[src/design/tftpw_pkg.sv]
package tftpw_pkg;

    localparam int LEN_W = 10;
    localparam int BLK_W = 16;
    localparam int OP_W  = 16;
    localparam int ST_W  = 3;
    localparam int TC_W  = 4;

    localparam logic [LEN_W-1:0] MAX_PACKET_BYTES = LEN_W'(516);
    localparam logic [LEN_W-1:0] WRQ_MIN_LEN      = LEN_W'(10);
    localparam logic [LEN_W-1:0] DATA_HDR_LEN     = LEN_W'(4);

    localparam logic [OP_W-1:0] OP_WRQ  = OP_W'(2);
    localparam logic [OP_W-1:0] OP_DATA = OP_W'(3);

    localparam logic [ST_W-1:0] ST_ONGOING     = 3'd0;
    localparam logic [ST_W-1:0] ST_SUCCESS     = 3'd1;
    localparam logic [ST_W-1:0] ST_NOT_WRQ     = 3'd2;
    localparam logic [ST_W-1:0] ST_TIMEOUTS    = 3'd3;
    localparam logic [ST_W-1:0] ST_NOT_DATA    = 3'd4;
    localparam logic [ST_W-1:0] ST_WRONG_BLOCK = 3'd5;

    localparam logic [TC_W-1:0] TC_MAX           = '1;
    localparam logic [TC_W-1:0] MAX_TIMEOUTS_RST = TC_W'(7);

    localparam int QUEUE_DEPTH = 2;
    localparam int QPTR_W      = $clog2(QUEUE_DEPTH);
    localparam int QCNT_W      = $clog2(QUEUE_DEPTH + 1);

    typedef struct packed {
        logic             expiry;
        logic             wrq_ok;
        logic             data_ok;
        logic             full_size;
        logic [BLK_W-1:0] block_number;
        logic [LEN_W-1:0] length;
    } tftpw_item_t;

endpackage

[src/design/tftpw_front.sv]
module tftpw_front import tftpw_pkg::*; (
    input  logic              aclk,
    input  logic              aresetn,
    input  logic              s_valid,
    output logic              s_ready,
    input  logic              s_kind,
    input  logic [OP_W-1:0]   s_opcode,
    input  logic [BLK_W-1:0]  s_block_number,
    input  logic [LEN_W-1:0]  s_packet_length,
    output logic              item_valid,
    input  logic              item_ready,
    output tftpw_item_t       item
);

    logic        valid_reg;
    tftpw_item_t item_reg;
    tftpw_item_t item_next;
    logic [LEN_W-1:0] len_sat;

    // clamp oversized lengths
    assign len_sat = (s_packet_length > MAX_PACKET_BYTES) ? MAX_PACKET_BYTES : s_packet_length;

    always_comb begin
        item_next.expiry       = s_kind;
        item_next.wrq_ok       = (s_opcode == OP_WRQ) && (len_sat >= WRQ_MIN_LEN);
        item_next.data_ok      = (s_opcode == OP_DATA) && (len_sat >= DATA_HDR_LEN);
        item_next.full_size    = (len_sat == MAX_PACKET_BYTES);
        item_next.block_number = s_block_number;
        item_next.length       = len_sat;
    end

    assign s_ready    = !valid_reg || item_ready;
    assign item_valid = valid_reg;
    assign item       = item_reg;

    always_ff @(posedge aclk) begin
        if (!aresetn) begin
            valid_reg <= 1'b0;
        end else if (s_ready) begin
            valid_reg <= s_valid;
        end
    end

    always_ff @(posedge aclk) begin
        if (s_valid && s_ready) begin
            item_reg <= item_next;
        end
    end

endmodule

[src/design/tftpw_queue.sv]
module tftpw_queue import tftpw_pkg::*; (
    input  logic        aclk,
    input  logic        aresetn,
    input  logic        in_valid,
    output logic        in_ready,
    input  tftpw_item_t in_item,
    output logic        out_valid,
    input  logic        out_ready,
    output tftpw_item_t out_item
);

    tftpw_item_t       store_reg [QUEUE_DEPTH];
    logic [QPTR_W-1:0] wr_ptr_reg;
    logic [QPTR_W-1:0] rd_ptr_reg;
    logic [QCNT_W-1:0] count_reg;
    logic              push;
    logic              pop;

    assign in_ready  = (count_reg != QCNT_W'(QUEUE_DEPTH));
    assign out_valid = (count_reg != '0);
    assign out_item  = store_reg[rd_ptr_reg];
    assign push      = in_valid && in_ready;
    assign pop       = out_valid && out_ready;

    always_ff @(posedge aclk) begin
        if (!aresetn) begin
            wr_ptr_reg <= '0;
            rd_ptr_reg <= '0;
            count_reg  <= '0;
        end else begin
            if (push) begin
                wr_ptr_reg <= (wr_ptr_reg == QPTR_W'(QUEUE_DEPTH - 1)) ? '0 : wr_ptr_reg + 1'b1;
            end
            if (pop) begin
                rd_ptr_reg <= (rd_ptr_reg == QPTR_W'(QUEUE_DEPTH - 1)) ? '0 : rd_ptr_reg + 1'b1;
            end
            unique case ({push, pop})
                2'b10:   count_reg <= count_reg + 1'b1;
                2'b01:   count_reg <= count_reg - 1'b1;
                default: count_reg <= count_reg;
            endcase
        end
    end

    always_ff @(posedge aclk) begin
        if (push) begin
            store_reg[wr_ptr_reg] <= in_item;
        end
    end

    a_count_bound: assert property (@(posedge aclk) disable iff (!aresetn)
        count_reg <= QCNT_W'(QUEUE_DEPTH))
        else $error("queue count beyond depth");

endmodule

[src/design/tftpw_back.sv]
module tftpw_back import tftpw_pkg::*; (
    input  logic              aclk,
    input  logic              aresetn,
    input  logic [TC_W-1:0]   max_timeouts,
    input  logic              item_valid,
    output logic              item_ready,
    input  tftpw_item_t       item,
    output logic              m_valid,
    input  logic              m_ready,
    output logic              m_send_ack,
    output logic [BLK_W-1:0]  m_ack_block,
    output logic [LEN_W-1:0]  m_payload_bytes,
    output logic [ST_W-1:0]   m_status
);

    logic              in_transfer_reg, in_transfer_next;
    logic [BLK_W-1:0]  expected_block_reg, expected_block_next;
    logic [TC_W-1:0]   timeout_count_reg, timeout_count_next;

    logic              out_valid_reg;
    logic              ack_reg, ack_next;
    logic [BLK_W-1:0]  ack_block_reg, ack_block_next;
    logic [LEN_W-1:0]  payload_reg, payload_next;
    logic [ST_W-1:0]   status_reg, status_next;

    logic              take;
    logic [TC_W-1:0]   tc_inc;
    logic [BLK_W-1:0]  blk_inc;

    assign item_ready = !out_valid_reg || m_ready;
    assign take       = item_valid && item_ready;
    assign tc_inc     = (timeout_count_reg == TC_MAX) ? TC_MAX : timeout_count_reg + 1'b1;
    assign blk_inc    = expected_block_reg + 1'b1;

    always_comb begin
        in_transfer_next    = in_transfer_reg;
        expected_block_next = expected_block_reg;
        timeout_count_next  = timeout_count_reg;
        ack_next            = 1'b0;
        ack_block_next      = '0;
        payload_next        = '0;
        status_next         = ST_ONGOING;
        priority if (!in_transfer_reg) begin
            if (item.expiry) begin
                status_next = ST_ONGOING;
            end else if (item.wrq_ok) begin
                in_transfer_next    = 1'b1;
                expected_block_next = '0;
                timeout_count_next  = '0;
                ack_next            = 1'b1;
            end else begin
                status_next = ST_NOT_WRQ;
            end
        end else if (item.expiry) begin
            timeout_count_next = tc_inc;
            ack_next           = 1'b1;
            ack_block_next     = expected_block_reg;
            if (tc_inc >= max_timeouts) begin
                in_transfer_next = 1'b0;
                status_next      = ST_TIMEOUTS;
            end
        end else begin
            expected_block_next = blk_inc;
            priority if (!item.data_ok) begin
                in_transfer_next = 1'b0;
                status_next      = ST_NOT_DATA;
            end else if (item.block_number != blk_inc) begin
                in_transfer_next = 1'b0;
                status_next      = ST_WRONG_BLOCK;
            end else begin
                timeout_count_next = '0;
                ack_next           = 1'b1;
                ack_block_next     = blk_inc;
                payload_next       = item.length - DATA_HDR_LEN;
                if (!item.full_size) begin
                    in_transfer_next = 1'b0;
                    status_next      = ST_SUCCESS;
                end
            end
        end
    end

    always_ff @(posedge aclk) begin
        if (!aresetn) begin
            in_transfer_reg    <= 1'b0;
            expected_block_reg <= '0;
            timeout_count_reg  <= '0;
            out_valid_reg      <= 1'b0;
        end else begin
            if (take) begin
                in_transfer_reg    <= in_transfer_next;
                expected_block_reg <= expected_block_next;
                timeout_count_reg  <= timeout_count_next;
            end
            if (item_ready) begin
                out_valid_reg <= item_valid;
            end
        end
    end

    always_ff @(posedge aclk) begin
        if (take) begin
            ack_reg       <= ack_next;
            ack_block_reg <= ack_block_next;
            payload_reg   <= payload_next;
            status_reg    <= status_next;
        end
    end

    assign m_valid         = out_valid_reg;
    assign m_send_ack      = ack_reg;
    assign m_ack_block     = ack_block_reg;
    assign m_payload_bytes = payload_reg;
    assign m_status        = status_reg;

    a_fail_goes_idle: assert property (@(posedge aclk) disable iff (!aresetn)
        take && (status_next != ST_ONGOING) |=> !in_transfer_reg)
        else $error("transfer still open after final status");

    a_payload_acked: assert property (@(posedge aclk) disable iff (!aresetn)
        out_valid_reg && (payload_reg != '0) |-> ack_reg && (status_reg == ST_ONGOING
            || status_reg == ST_SUCCESS))
        else $error("payload reported without acknowledgement");

    a_no_ack_zero_block: assert property (@(posedge aclk) disable iff (!aresetn)
        out_valid_reg && !ack_reg |-> (ack_block_reg == '0) && (payload_reg == '0))
        else $error("block or payload set without acknowledgement");

    a_start_clears: assert property (@(posedge aclk) disable iff (!aresetn)
        take && !in_transfer_reg && !item.expiry && item.wrq_ok |=>
            in_transfer_reg && (expected_block_reg == '0) && (timeout_count_reg == '0))
        else $error("write request did not open a fresh transfer");

endmodule

[src/design/tftp_write_receiver.sv]
// Receiving side of a TFTP write transfer. Each item on s_ is a packet
// summary (s_kind 0) or a wait-period expiry (s_kind 1), and yields exactly
// one result item on m_. One item is taken every cycle when m_ready stays
// high; each result passes through the input register, the two-entry
// queue and the output register, and is held there while m_
// back-pressures. max_timeouts is written through cfg_valid/cfg_ready/
// cfg_data (always ready, reset value 7) and must only change while idle.
module tftp_write_receiver import tftpw_pkg::*; (
    input  logic              aclk,
    input  logic              aresetn,
    input  logic              cfg_valid,
    output logic              cfg_ready,
    input  logic [TC_W-1:0]   cfg_data,
    input  logic              s_valid,
    output logic              s_ready,
    input  logic              s_kind,
    input  logic [OP_W-1:0]   s_opcode,
    input  logic [BLK_W-1:0]  s_block_number,
    input  logic [LEN_W-1:0]  s_packet_length,
    output logic              m_valid,
    input  logic              m_ready,
    output logic              m_send_ack,
    output logic [BLK_W-1:0]  m_ack_block,
    output logic [LEN_W-1:0]  m_payload_bytes,
    output logic [ST_W-1:0]   m_status
);

    logic [TC_W-1:0] max_timeouts_reg;
    logic            f_valid, f_ready;
    tftpw_item_t     f_item;
    logic            q_valid, q_ready;
    tftpw_item_t     q_item;

    assign cfg_ready = 1'b1;

    always_ff @(posedge aclk) begin
        if (!aresetn) begin
            max_timeouts_reg <= MAX_TIMEOUTS_RST;
        end else if (cfg_valid && cfg_ready) begin
            max_timeouts_reg <= cfg_data;
        end
    end

    tftpw_front u_front (
        .aclk            (aclk),
        .aresetn         (aresetn),
        .s_valid         (s_valid),
        .s_ready         (s_ready),
        .s_kind          (s_kind),
        .s_opcode        (s_opcode),
        .s_block_number  (s_block_number),
        .s_packet_length (s_packet_length),
        .item_valid      (f_valid),
        .item_ready      (f_ready),
        .item            (f_item)
    );

    tftpw_queue u_queue (
        .aclk      (aclk),
        .aresetn   (aresetn),
        .in_valid  (f_valid),
        .in_ready  (f_ready),
        .in_item   (f_item),
        .out_valid (q_valid),
        .out_ready (q_ready),
        .out_item  (q_item)
    );

    tftpw_back u_back (
        .aclk            (aclk),
        .aresetn         (aresetn),
        .max_timeouts    (max_timeouts_reg),
        .item_valid      (q_valid),
        .item_ready      (q_ready),
        .item            (q_item),
        .m_valid         (m_valid),
        .m_ready         (m_ready),
        .m_send_ack      (m_send_ack),
        .m_ack_block     (m_ack_block),
        .m_payload_bytes (m_payload_bytes),
        .m_status        (m_status)
    );

endmodule
[config.mk]
export PLATFORM = sky130hd
export DESIGN_NAME = tftp_write_receiver
export DESIGN_NICKNAME = d
export VERILOG_FILES = /design/src/design/tftpw_pkg.sv /design/src/design/tftpw_front.sv /design/src/design/tftpw_queue.sv /design/src/design/tftpw_back.sv /design/src/design/tftp_write_receiver.sv
export SDC_FILE = /design/constraint.sdc
export NUM_CORES = 1
export LEC_CHECK = 0
export ABC_AREA = 0
export BUFFER_PORTS_ARGS = -buffer_cell sky130_fd_sc_hd__buf_2
export CAP_MARGIN = 40
export CORE_ASPECT_RATIO = 1.75
export CORE_UTILIZATION = 55
export CTS_BUF_LIST = sky130_fd_sc_hd__clkbuf_8
export CTS_CLUSTER_DIAMETER = 120
export CTS_CLUSTER_SIZE = 20
export DETAILED_ROUTE_END_ITERATION = 10
export HOLD_SLACK_MARGIN = 0.05
export PLACE_DENSITY_LB_ADDON = 0.15
export SLEW_MARGIN = 0
export SYNTH_ARGS = -nofsm -noshare
export SYNTH_HDL_FRONTEND = slang
export SYNTH_SLANG_ARGS = --single-unit
[constraint.sdc]
create_clock -name aclk -period 3.53 [get_ports aclk]
set_input_delay 0.706 -clock aclk [delete_from_list [all_inputs] [get_ports aclk]]
set_output_delay 0.706 -clock aclk [all_outputs]
set_load 0.02 [all_outputs]
==> impl_metrics.csv, run 1 <==
group,metric,value,unit
run_status,status,"complete, no violations",
worst_setup_path,worst-path-buf-inv,1,
cts,hold_buffers,0,
drt,final_antenna_net_count,0,
cts,cts_buffer_depth,2,
drt,wl,13.2,mm
drt,drcViolationCount,0,
timing,max_freq,321,MHz
timing,post-route-period-util,0.883,
timing,tightest_slew,0.681,ns
floorplanning,die_x,87.4,um
cts,cts.sinks,152,
placement,io_buffers,83,
drt,drt_iter0_drc,212,
global_route,grt_usage,0.212,
floorplanning,initial_core_util,0.565,
worst_setup_path,critical_path_class,"reg2reg",
pwr,irDropWorstVdd,0.000358,V
cells_and_area,insertedDiodeCount,0,
logic_synthesis,syn_nets,635,
drt,dr.pass1.iters,5,
pwr,powerDensity,592,nW/um^2
timing,layout_min_cycle_time,3.12,ns
logic_synthesis,ys_types,67,
drt,dr_total_vias,4661,
worst_setup_path,crit_chain,"ha_1, and3_1, and3_1, o2111ai_1, nor4_2, and3b_1, buf_4, a31oi_1, o22ai_2",
floorplanning,top_level_ports,85,
worst_setup_path,crit_path_frequent_cell,"and3_1",
worst_setup_path,crit_family,"simple AND/OR/NAND/NOR gates",
logic_synthesis,ys_ff_latch,152,
floorplanning,die_h,151,um
logic_synthesis,yosys_warnings,0,
worst_setup_path,worstPathArrival,3.40,ns
hold_path,hold_class,"in2reg",
logic_synthesis,syn_area,7020,um^2
logic_synthesis,syn_inst,575,
cells_and_area,final_layout_size_suffix_gt1_frac,0.225,
placement,gp_congestion,0.835,
cells_and_area,largest_register_ffs,60,
drt,vias_per_cell,5.62,
timing,slew_viol_final,0,
cts,clock_latency,0.45,ns
logic_synthesis,syn_area_per_cell,12.2,um^2
worst_setup_path,cp.required,3.81,ns
timing,setup_tns,0,ns
logic_synthesis,async_flop_share,0,
cts,cts_resized,0,
global_route,antenna_found_initial,0,
timing,finalHoldViolations,0,
cells_and_area,final_core_util,0.637,
logic_synthesis,synth_edf_count,120,
floorplanning,die_area,13200,um^2
global_route,grt_pass1_wl,20.8,mm
cts,cts_setup_buffers,0,
cts,cts_buffers,17,
worst_setup_path,path_max_fanout,26,
floorplanning,rows,54,
logic_synthesis,seq_area_frac_synth,0.604,
global_route,grt_max_degree,34,
pwr,leakage,2.81,nW
worst_setup_path,start_kind,"flip-flop",
worst_setup_path,cp_slowest_cell,"dfxtp_1",
cts,htree_levels,4,
floorplanning,coreArea,12400,um^2
logic_synthesis,synthFlopType,"edfxtp_1",
worst_setup_path,max_stage_delay,0.52,ns
job,drv_cap,0,
global_route,overflow,0,
cells_and_area,nets,709,
timing,setup_viol,0,
timing,rsz0062_at_grt,"no",
cells_and_area,synthToLayoutAreaGrowth,12.7,%
global_route,first_global_vias,4482,
cts,cts_tree,"done",
timing,skew,0.0186,ns
cts,cts_root_buffer,"clkbuf_8",
worst_setup_path,endpoint_kind,"flip-flop",
drt,wl_per_cell,16.0,um
cts,path_clk_slew,0.08,ns
placement,hpwlAfterDp,9.15,mm
timing,slew_headroom,0.546,
-- cell families (layout without fill, tap and decap cells) --
group / Yosys count / in the layout / share of synthesized area
buffers and inverters: 54 / 140 / 0.0374
DFF: 152 / 152 / 0.604
adders and majority gates: 9 / 9 / 0.0157
and+or+nand+nor: 189 / 189 / 0.147
AOI/OAI and AO/OA: 97 / 97 / 0.0937
xor gates and xnor gates: 30 / 30 / 0.0374
other: 1 / 1 / 0.000534
muxes: 43 / 43 / 0.0639
-- path summary, 6_finish.rpt --
path                                                   start                  endpoint  slack (ns)  cells past startpoint
worst min-delay path                       s_block_number[0]          u_front.item[10]        0.44                      1
worst min register to register              u_front.item[14]  u_queue.store_reg[0][14]        0.45                      0
worst max-delay path            u_back.expected_block_reg[0]    u_back.m_ack_block[10]        0.41                      9
worst max register to register  u_back.expected_block_reg[0]    u_back.m_ack_block[10]        0.41                      9
-- final cells by class --
class,count,area (um^2)
Tap cell,168,210
Multi-Input combinational cell,369,2530
Fill cell,1015,4520
Inverter,16,60.1
Sequential cell,152,4250
Clock buffer,17,234
Clock inverter,14,149
Timing Repair Buffer,93,490
-- power by group --
part | total, mW | internal (mW) | switching [mW]
Sequential | 2.39 | 2.25 | 0.131
Combinational | 1.01 | 0.380 | 0.632
Clock | 1.28 | 0.630 | 0.654
-- placed cells by master, fill, tap and decap left out, types with 3 or more instances in the layout --
cell type and instances:
o21ai_1 3, xor2_1 8, a21o_1 4, and2_1 13
nand3_1 19, nand4_1 13, a2bb2oi_1 3, a21oi_1 6
nor3_1 8, inv_1 18, nor2_1 41, ha_1 8
a31oi_1 16, nand2_1 31, or3_1 14, edfxtp_1 120
nand2b_1 3, buf_2 83, o21ai_0 27, and3_1 8
mux2_2 5, dfxtp_1 31, and4_1 3, inv_6 5
buf_4 10, nor4_1 3, mux2i_1 37, clkbuf_8 17
o211ai_1 6, a21boi_0 14, xnor2_1 22, nor2b_1 10
-- per-layer routing --
metal	GRT usage	vias to the layer above	wire (um)
met2	0.380	154	7160
met4	0.117	0	432
met3	0.0477	29	560
li1	-	2270	-
met1	0.225	2208	5090
met5	0	-	0
-- worst register-to-register path: cells and delay by family (launching register included) --
family | cells | cell delay [ns]
adder cells (fa/ha/maj) | 1 | 0.37
buffers and inverters | 1 | 0.29
AND/OR/NAND/NOR | 4 | 1.33
flip-flops | 1 | 0.52
AO/OA/AOI/OAI | 3 | 0.46
-- through the flow --
step	instance area, um^2	std cells	setup slack [ns]	hold slack (ns)	total power [mW]
2_1_floorplan	7020	575	0.579	0.421	3.11
3_3_place_gp	7530	798	0.573	0.422	3.43
3_5_place_dp	7530	798	0.464	0.430	3.44
4_1_cts	7920	829	0.431	0.402	4.73
5_1_grt	7920	829	0.187	0.400	4.91
6_report	7920	829	0.415	0.437	4.68
-- cell usage after synthesis (4+ instances only) --
cell | n | share of area
nand3_1 | 19 | 0.014
o21ai_0 | 27 | 0.019
or3_1 | 14 | 0.012
inv_1 | 16 | 0.0086
o211ai_1 | 6 | 0.0064
nor3_1 | 8 | 0.0057
xor2_1 | 8 | 0.010
buf_4 | 7 | 0.0075
dfxtp_1 | 32 | 0.091
buf_2 | 9 | 0.0064
nor2b_1 | 10 | 0.0089
a31oi_1 | 16 | 0.014
clkbuf_1 | 18 | 0.0096
a21boi_0 | 14 | 0.015
edfxtp_1 | 120 | 0.51
and3_1 | 8 | 0.0071
a21oi_1 | 6 | 0.0043
mux2_2 | 5 | 0.0080
a21o_1 | 4 | 0.0043
and2_1 | 13 | 0.012
nand4_1 | 13 | 0.012
nor2_1 | 43 | 0.023
ha_1 | 8 | 0.014
mux2i_1 | 37 | 0.053
xnor2_1 | 22 | 0.027
nand2_1 | 31 | 0.017
Power figures use the tool's default switching activity.
==> run 2, diff against run 1 <==
- CORE_ASPECT_RATIO: 1.75 -> unset
==> impl_metrics.csv, run 2 (synthesis results as in run 1) <==
group,metric,value,unit
run_status,status,"complete, no violations",
hold_path,hold_path_depth,1,
global_route,grt_pass1_wl,21.9,mm
timing,slew_headroom,0.531,
global_route,overflow,0,
cells_and_area,largest_register_ffs,60,
global_route,antenna_found_initial,0,
worst_setup_path,reg2reg_to,"u_back.m_ack_block[13]",
cells_and_area,nets,710,
floorplanning,coreArea,12200,um^2
floorplanning,die_x,115,um
timing,layout_min_cycle_time,3.16,ns
drt,drcViolationCount,0,
worst_setup_path,r2r_slack,0.37,ns
hold_path,holdPathEnd,"u_front.item[17]",
cells_and_area,insertedDiodeCount,0,
cts,cts_root_buffer,"clkbuf_8",
global_route,grt_usage,0.221,
global_route,first_global_vias,4551,
placement,hpwlAfterDp,9.47,mm
floorplanning,initial_core_util,0.575,
cts,cts_setup_buffers,0,
timing,rsz0062_at_grt,"no",
timing,post-route-period-util,0.894,
cts,htree_levels,4,
floorplanning,top_level_ports,85,
drt,wl,13.6,mm
worst_setup_path,max_stage_delay,0.49,ns
timing,setup_tns,0,ns
worst_setup_path,critical_path_class,"reg2reg",
cts,cts_buffer_depth,2,
pwr,leakage,2.81,nW
timing,tightest_slew,0.704,ns
drt,dr.pass1.iters,5,
hold_path,hold_path.startpoint,"s_block_number[7]",
worst_setup_path,start_kind,"flip-flop",
global_route,grt_max_degree,34,
cts,cts.sinks,152,
cts,clock_latency,0.44,ns
worst_setup_path,crit_chain,"ha_1, and3_1, and3_1, o2111ai_1, nor4_2, and3b_1, buf_4, a31oi_1, mux2i_1",
cells_and_area,final_core_util,0.647,
worst_setup_path,rr_startpoint,"u_back.expected_block_reg[0]",
cells_and_area,fillerInstances,972,
placement,io_buffers,83,
hold_path,hold_class,"in2reg",
worst_setup_path,crit_path_frequent_cell,"and3_1",
worst_setup_path,cp.required,3.82,ns
floorplanning,die_h,115,um
timing,fin_hold_ws,0.430,ns
timing,setup_viol,0,
pwr,irDropWorstVdd,0.000375,V
worst_setup_path,worstRegToRegCells,9,
cells_and_area,final_layout_size_suffix_gt1_frac,0.228,
drt,vias_per_cell,5.60,
drt,final_antenna_net_count,0,
timing,finalHoldViolations,0,
cts,cts_buffers,17,
timing,skew,0.00812,ns
cts,cts_resized,0,
pwr,powerDensity,583,nW/um^2
floorplanning,rows,40,
drt,wl_per_cell,16.3,um
job,drv_cap,0,
cts,path_clk_slew,0.09,ns
floorplanning,die_area,13200,um^2
worst_setup_path,worstPathArrival,3.45,ns
worst_setup_path,cp_slowest_cell,"dfxtp_1",
cells_and_area,final_common_cell,"edfxtp_1",
cts,cts_tree,"done",
drt,dr_total_vias,4654,
timing,slew_viol_final,0,
cells_and_area,synthToLayoutAreaGrowth,12.4,%
worst_setup_path,endpoint_kind,"flip-flop",
timing,max_freq,317,MHz
placement,gp_congestion,0.852,
drt,drt_iter0_drc,358,
cells_and_area,final_cell_mix,"120 x edfxtp_1, 83 x buf_2, 41 x nor2_1",
worst_setup_path,path_max_fanout,26,
cts,hold_buffers,0,
==> run 2: metal layers <==
metal / part of all wire / routed length, um / GRT usage / up-vias
met3: 0.063 / 848 / 0.0611 / 17
li1: - / - / - / 2278
met1: 0.42 / 5740 / 0.271 / 2197
met5: 0 / 0 / 0 / -
met2: 0.50 / 6770 / 0.372 / 162
met4: 0.014 / 189 / 0.0857 / 0
==> run 2: critical path: cells and delay by family, from the launching register on <==
family	cells	cell delay (ns)
AND/OR/NAND/NOR	4	1.36
flip-flops	1	0.49
adder cells (fa/ha/maj)	1	0.36
AO/OA/AOI/OAI	2	0.30
buffers and inverters	1	0.30
multiplexers	1	0.18
==> run 2: worst max-delay path by stage <==
stage / startpoint / to / slack [ns] / cells past startpoint
3_3_place_gp: u_back.expected_block_reg[0] / u_back.m_ack_block[10] / 0.55 / 9
6_report: u_back.expected_block_reg[0] / u_back.m_ack_block[13] / 0.37 / 9
3_5_place_dp: u_back.expected_block_reg[0] / u_back.m_ack_block[10] / 0.43 / 9
2_1_floorplan: m_ready / u_queue.count_reg[1] / 0.58 / 6
4_1_cts: u_back.expected_block_reg[0] / u_back.m_ack_block[10] / 0.40 / 9
5_1_grt: u_back.expected_block_reg[0] / u_back.m_ack_block[12] / 0.14 / 9
==> run 2: report_power, final <==
group	leakage, nW	total [mW]	switching [mW]	internal (mW)
Clock	0.185	1.19	0.686	0.502
Sequential	1.40	2.39	0.138	2.26
Combinational	1.22	1.02	0.645	0.377
==> run 2: per-stage QoR <==
stage	instance area, um^2	cells	power [mW]	worst slack, ns
6_report	7900	831	4.60	0.375
5_1_grt	7900	831	4.81	0.144
4_1_cts	7900	831	4.64	0.398
3_5_place_dp	7540	799	3.47	0.430
3_3_place_gp	7540	799	3.45	0.549
2_1_floorplan	7020	575	3.11	0.579
==> run 2: area by class of cell <==
| type | instances | area, um^2 | share of cell area |
|---|---|---|---|
| sequential | 152 | 4250 | 0.538 |
| timing repair buffer | 94 | 498 | 0.0631 |
| multi-input combinational | 369 | 2530 | 0.320 |
| inverter | 16 | 60.1 | 0.00760 |
| clock buffer | 17 | 234 | 0.0296 |
| clock inverter | 15 | 123 | 0.0155 |
| tap | 168 | 210 | 0.0266 |
